<file path="src/rtl/pfa_pkg.sv">
// Shared types, codes and defaults for the page free-list allocator.
package pfa_pkg;

	localparam int ADDR_W      = 32;
	localparam int OP_W        = 2;
	localparam int STATUS_W    = 2;
	localparam int CFG_INDEX_W = 2;

	// Default configuration of the pools.
	localparam int PAGE_SLOTS_DFLT  = 32768;
	localparam int SUPER_SLOTS_DFLT = 8;
	localparam int PAGE_SHIFT_DFLT  = 12;
	localparam int SUPER_SHIFT_DFLT = 21;
	localparam int ADDR_BITS_DFLT   = 32;

	// Request codes.
	localparam logic [OP_W-1:0] OP_ALLOC_PAGE  = 2'd0;
	localparam logic [OP_W-1:0] OP_FREE_PAGE   = 2'd1;
	localparam logic [OP_W-1:0] OP_ALLOC_SUPER = 2'd2;
	localparam logic [OP_W-1:0] OP_FREE_SUPER  = 2'd3;

	// Response status codes.
	localparam logic [STATUS_W-1:0] ST_DONE  = 2'd0;
	localparam logic [STATUS_W-1:0] ST_EMPTY = 2'd1;
	localparam logic [STATUS_W-1:0] ST_BAD   = 2'd2;
	localparam logic [STATUS_W-1:0] ST_FULL  = 2'd3;

	// Configuration register indexes and their reset values.
	localparam logic [CFG_INDEX_W-1:0] REG_LOW_BOUND = 2'd0;
	localparam logic [CFG_INDEX_W-1:0] REG_PHYS_TOP  = 2'd1;
	localparam logic [ADDR_W-1:0] LOW_BOUND_RST = 32'h8000_0000;
	localparam logic [ADDR_W-1:0] PHYS_TOP_RST  = 32'h8800_0000;

	typedef struct packed {
		logic [OP_W-1:0]   op;
		logic [ADDR_W-1:0] address;
	} req_t;

	typedef struct packed {
		logic [ADDR_W-1:0]   granted_address;
		logic [STATUS_W-1:0] status;
	} rsp_t;

	// Commands from the controller to the datapath.
	typedef struct packed {
		logic latch;    // capture the accepted request
		logic exec;     // check, update count, write or start a read
		logic rd_done;  // stack read data is valid, form the grant
		logic out_load; // move the finished result to the output register
	} ctrl_cmd_t;

	// Status from the datapath to the controller.
	typedef struct packed {
		logic needs_read; // allocate request on a pool that is not empty
	} dp_status_t;

	// Index width of a store with the given number of entries.
	function automatic int idx_bits(input int depth);
		return (depth > 1) ? $clog2(depth) : 1;
	endfunction

endpackage

</file>
<file path="src/rtl/pfa_ctrl.sv">
// Controller: sequences one request through check, stack access and result hand-off.
module pfa_ctrl (
	input  logic                clk,
	input  logic                arst_n,
	input  logic                req_valid,
	output logic                req_ready,
	output logic                rsp_valid,
	input  logic                rsp_ready,
	input  pfa_pkg::dp_status_t stat,
	output pfa_pkg::ctrl_cmd_t  cmd
);
	import pfa_pkg::*;

	typedef enum logic [1:0] {
		S_IDLE,
		S_EXEC,
		S_RDATA,
		S_HOLD
	} state_t;

	state_t state_q;
	logic   rsp_valid_q;
	logic   out_free;

	assign out_free = !rsp_valid_q || rsp_ready;

	always_comb begin
		cmd          = '0;
		cmd.latch    = (state_q == S_IDLE) && req_valid;
		cmd.exec     = (state_q == S_EXEC);
		cmd.rd_done  = (state_q == S_RDATA);
		cmd.out_load = (state_q == S_HOLD) && out_free;
	end

	always_ff @(posedge clk or negedge arst_n) begin
		if (!arst_n) begin
			state_q     <= S_IDLE;
			rsp_valid_q <= 1'b0;
		end else begin
			if (rsp_valid_q && rsp_ready) begin
				rsp_valid_q <= 1'b0;
			end
			case (state_q)
				S_IDLE: begin
					if (req_valid) begin
						state_q <= S_EXEC;
					end
				end
				S_EXEC: begin
					state_q <= stat.needs_read ? S_RDATA : S_HOLD;
				end
				S_RDATA: begin
					state_q <= S_HOLD;
				end
				S_HOLD: begin
					if (out_free) begin
						rsp_valid_q <= 1'b1;
						state_q     <= S_IDLE;
					end
				end
				default: begin
					state_q <= S_IDLE;
				end
			endcase
		end
	end

	assign req_ready = (state_q == S_IDLE);
	assign rsp_valid = rsp_valid_q;

endmodule

</file>
<file path="config.mk">
export PLATFORM = sky130hd
export DESIGN_NAME = pfa_ctrl
export DESIGN_NICKNAME = d
export VERILOG_FILES = /design/src/rtl/pfa_pkg.sv /design/src/rtl/pfa_ctrl.sv
export SDC_FILE = /design/constraint.sdc
export NUM_CORES = 1
export LEC_CHECK = 0
export CAP_MARGIN = 20
export CORE_AREA = 3 3 40 42
export CTS_BUF_LIST = sky130_fd_sc_hd__clkbuf_8
export CTS_CLUSTER_SIZE = 24
export DETAILED_ROUTE_END_ITERATION = 10
export DIE_AREA = 0 0 43 45
export DONT_BUFFER_PORTS = 1
export GPL_TIMING_DRIVEN = 0
export HOLD_SLACK_MARGIN = 0.15
export PLACE_DENSITY = 0.31
export SETUP_SLACK_MARGIN = 0.2
export SLEW_MARGIN = 5
export SYNTH_ARGS = -nofsm -noshare
export SYNTH_HDL_FRONTEND = slang
export SYNTH_SLANG_ARGS = --single-unit
export TNS_END_PERCENT = 10
</file>
<file path="constraint.sdc">
create_clock -name clk -period 3.05 [get_ports clk]
set_clock_uncertainty 0.05 [all_clocks]
set_input_delay 0.305 -clock clk [delete_from_list [all_inputs] [get_ports clk]]
set_output_delay 0.305 -clock clk [all_outputs]
set_load 0.02 [all_outputs]
</file>
Yosys cells after proc, flatten, opt, wreduce, memory -nomap -nowiden. Index checks and enable logic that the tools add are counted.

Bits in registers: 3. Input bits: 5. Word-level logic and storage cells: 21.

Equal/unequal tests: 5. Multiplexer cells: 7. Reduce and logical (&&, ||, !) cells: 7.

Operators by type and width (count): one-hot mux 2 bit (4 select lines) (1); == test 2 bit (second input constant) (2); 2-to-1 mux 1 bit (4); 2-to-1 mux 2 bit (2); != test 2 bit (second input constant) (2); logical AND 1 bit (3); == test 2 x 1 -> 1 bit (second input constant) (1); logical NOT 2 bit (1); AND reduction 2 bit (1); logical NOT 1 bit (1); logical OR 1 bit (1).

Depth between registers and ports, before layout.
Depth after elaboration: 4. Mapped depth: 5. Mapped depth without buffers: 5.

Worst setup path before layout. Ideal clock, no wire load.

Path kind: register to register. Start point: register state_q[0]. End point: register state_q[1]. Library setup time: 0.125 ns. Arrival: 1.349 ns. Data required time: 2.875 ns. Setup slack: 1.526 ns. Stages on the path, launching flop included: 6. Cell sequence: dfrtp_1 > inv_1 > ha_1 > inv_1 > o21ai_2 > mux2_4.

Longest elaborated chain between the ends: 3. Elaborated cells between the ends (all ways): 8.

RTL lines: start: declaration (RTL line pfa_ctrl.sv:21) `state_t state_q;`; start signal: assignment (RTL line pfa_ctrl.sv:50) `state_q <= stat.needs_read ? S_RDATA : S_HOLD;`; logical NOT 2 bit *; named net req_ready (RTL line pfa_ctrl.sv:6) `output logic req_ready,`; != test 2 bit (no line); AND reduction 2 bit (no line).

Mark *: on every way through the listed nets, which the timed path passes. The rest lies on a longest branch. A chain may end at the register's enable or synchronous reset.

==> results list <==
- Outcome: finished, final reports clean
- Flops & latches, synth: 3
- After clock tree synthesis, the clock-pin slew on the worst setup and hold paths is 0.03 ns.
- Startpoint-to-endpoint class of the critical path: flop to output pin
- Violation count after the first detailed-route iteration: 1
- The biggest area contributor in the post-synthesis netlist is sky130_fd_sc_hd__dfrtp_1.
- Setup repair after global routing left no endpoint under its margin.
- The number of antenna diodes in the final layout is 0.
- STA classifies the critical path endpoint as an output pin.
- Once detailed placement completed, the half-perimeter wirelength came to 344 microns.
- Total of warnings raised by yosys: 0
- In this run the tightest slew margin relative to its limit is 79.6%.
* Combined flip-flop and latch cell area: 75.1 sq um
* Transition time at the pin with the least slew margin: 0.307 ns
- Number of instances in the synthesized netlist: 21
* Starting utilization of the core area: 18.0%
- In this run the remaining antenna-violating nets after routing total 0.
- Number of antenna violations at the first check in global routing: 0
- Overall global routing resource usage: 5.67%
* I/O pin cnt: 11
- Area contributors post-synth: sky130_fd_sc_hd__dfrtp_1, sky130_fd_sc_hd__ha_1, sky130_fd_sc_hd__nand3b_4
- Ratio of cells with drive above 1 in the final layout: 26.9%
- TritonCTS built the clock tree.
- The number of different library cells used by synthesis comes to 12.
* Global-route wire length before repair: 696 microns
* Core Rows: 13
- The area growth from synthesis to layout is 31.9%.
* Max VDD drop: 0.000402 V
- In this run, post-CTS repair resized a total of 0 instances.
- Data on the critical path arrives at its endpoint at 1.38 ns.
- Total negative setup slack: 0 ns
- For this run, the top clock speed supported by timing is 577 MHz.
* Nets in the synthesized netlist: 30
* Overall die width: 43 microns
* Total overflow reported by the global router: 0
- Number of fill cells: 133
* Final routed wirelength across all metal layers: 466 microns
- Tightest Hold Check Type: input port to flop
* Final weighted congestion in routability-driven placement: 0.700
- Number of pins with negative max-slew slack in the final report: 0
- CP max stage delay: 0.41 ns
- Final critical-path required period: 1.73 ns
- The worst path uses 56.8% of the clock period.
- Post-synthesis average cell area: 11.0 sq um
- Summing the sequential cell areas from Yosys gives 32.4% of the chip area.
- Summing all non-filler instances in the final layout gives an area of 305 sq um.
* Maximum clock insertion buffer count: 2
- Standby leakage power: 0.163 nW
- Summing all placed instances gives a cell area of 250 sq um.
- Number of hold violations in the final report: 0
- Setup violations remaining at the end of the flow were counted as 0.
* Die area: 0.00194 sq mm
- Summing all multi-input logic gate instances after layout gives 145 sq um.
- After the flow finishes, the layout carries non-filler instances totaling 41.
- Vias in the first global route: 180
- CTS saw 3 sinks.
- CP Max Fanout: 5
* Clock Root Buffer: sky130_fd_sc_hd__clkbuf_8
- Via count: 157
- DR pass1 iterations: 2
- STA puts the critical path data required time at 2.69 ns.
- Residual DRC count: 0
- Detailed-route wire length per cell: 11.4 microns
* Vias per cell: 3.83
- The cell area that synthesis handed to floorplanning was 231 sq um.
- Worst path top cell family by delay: flip-flops
* Area of the core: 0.00128 sq mm
- Across the run, the number of max-cap violations was 0.
- Layout net count: 36
* Largest net degree at the start of global routing: 6
* Top cell type's share of synthesized area: 32.4%
- In this run the number of H-tree levels came out at 1.
- Num CTS Buffers: 3
- Y dimension of the die: 45 microns
* Number of buffer and inverter stages on the critical path: 1
* Placed cell count: 36
- Traced cell by cell, the critical path runs through inv_1, ha_1, and2_1.
- Clock network latency to the later pin of the worst-skew pair: 0.21 ns
- For this design the ratio of total power to cell area is 1290 mW/mm^2.
- In this run the tool buffered the top-level ports with 0 buffer cells.
* Critical Path Slowest Stage Cell: sky130_fd_sc_hd__dfrtp_1
- STA classifies the critical path startpoint as a flop.
metal layers:
| layer | vias up | wire, microns | GRT usage, % |
|---|---|---|---|
| li1 | 79 | - | - |
| met1 | 68 | 192 | 6.28 |
| met2 | 10 | 214 | 6.89 |
| met3 | 0 | 59 | 3.98 |
| met4 | 0 | 0 | 5.42 |
| met5 | - | 0 | 0 |
logic make-up (layout without fill, tap and decap cells):
kind of cell,Yosys count,count (layout),share of synthesized area [%]
flip-flops,3,3,32.4
buffers and inverters,3,8,4.86
AO/OA/AOI/OAI,3,3,10.3
AND/OR/NAND/NOR,7,7,24.3
multiplexers,1,1,6.48
adder cells (fa/ha/maj),4,4,21.6
state kept, by name (all words and copies together) (netlist names):
name	cells
state_q	2
rsp_valid	1
through the flow:
| step | util (%) | setup WS [ns] | hold slack, ns | power (W) |
|---|---|---|---|---|
| after floorplan | - | 1.53 | -0.0406 | 0.000258 |
| after global placement | 19.5 | 1.42 | -0.0405 | 0.000286 |
| after detailed placement | 19.5 | 1.41 | -0.0405 | 0.000287 |
| after CTS | 23.8 | 1.29 | 0.248 | 0.000407 |
| after global routing | 23.8 | 1.21 | 0.270 | 0.000429 |
| final | 23.8 | 1.32 | 0.245 | 0.000395 |
what timing repair did:
item	CTS	global route
hold buffers	1	0
endpoints found under the hold margin	3	0
setup buffers	0	0
layout by cell type (no fill, tap or decap):
| cell type | count |
|---|---|
| sky130_fd_sc_hd__nand2b_1 | 3 |
| sky130_fd_sc_hd__nand3b_4 | 1 |
| sky130_fd_sc_hd__mux2_4 | 1 |
| sky130_fd_sc_hd__a2bb2oi_1 | 1 |
| sky130_fd_sc_hd__and2_2 | 1 |
| sky130_fd_sc_hd__dfrtp_1 | 3 |
| sky130_fd_sc_hd__clkbuf_8 | 3 |
| sky130_fd_sc_hd__and2_1 | 1 |
| sky130_fd_sc_hd__ha_1 | 4 |
| sky130_fd_sc_hd__inv_1 | 4 |
| sky130_fd_sc_hd__dlygate4sd3_1 | 1 |
| sky130_fd_sc_hd__nor2_1 | 1 |
| sky130_fd_sc_hd__o21ai_2 | 1 |
| sky130_fd_sc_hd__a31oi_1 | 1 |
final timing paths:
kind | from | to | slack (ns) | depth (start not counted)
worst max register to register | state_q[0] | state_q[1] | 1.43 | 5
max in group asynchronous | arst_n | state_q[0] | 2.50 | 1
worst min-delay path | rsp_ready | rsp_valid | 0.24 | 2
worst min register to register | state_q[1] | state_q[1] | 0.57 | 1
min in group asynchronous | arst_n | rsp_valid | 0.30 | 1
worst max-delay path | state_q[0] | cmd[3] | 1.32 | 3
cell usage after synthesis:
cell type and number:
sky130_fd_sc_hd__ha_1 4, sky130_fd_sc_hd__dfrtp_1 3, sky130_fd_sc_hd__inv_1 3, sky130_fd_sc_hd__nand2b_1 3, sky130_fd_sc_hd__a2bb2oi_1 1, sky130_fd_sc_hd__a31oi_1 1
sky130_fd_sc_hd__and2_1 1, sky130_fd_sc_hd__and2_2 1, sky130_fd_sc_hd__mux2_4 1, sky130_fd_sc_hd__nand3b_4 1, sky130_fd_sc_hd__nor2_1 1, sky130_fd_sc_hd__o21ai_2 1
layout make-up:
cell class                      count  area share (%)
Clock buffer                        3            13.5
Clock inverter                      1            1.23
Inverter                            3            3.69
Multi-Input combinational cell     15            47.5
Sequential cell                     3            24.6
Tap cell                           15            6.15
Timing Repair Buffer                1            3.28
worst reg2reg max path: stages, from the launching register on:
cell and delay [ns]:
sky130_fd_sc_hd__dfrtp_1 0.41, sky130_fd_sc_hd__inv_1 0.12, sky130_fd_sc_hd__ha_1 0.34, sky130_fd_sc_hd__inv_1 0.09, sky130_fd_sc_hd__o21ai_2 0.19, sky130_fd_sc_hd__mux2_4 0.31
power by group:
group / switching (W) / internal (W) / total, W
clock network: 0.0000254 / 0.0000856 / 0.000111
logic: 0.000103 / 0.0000813 / 0.000184
registers: 0.0000378 / 0.0000620 / 0.0000998
No activity file was read; power rests on OpenSTA's default activity.
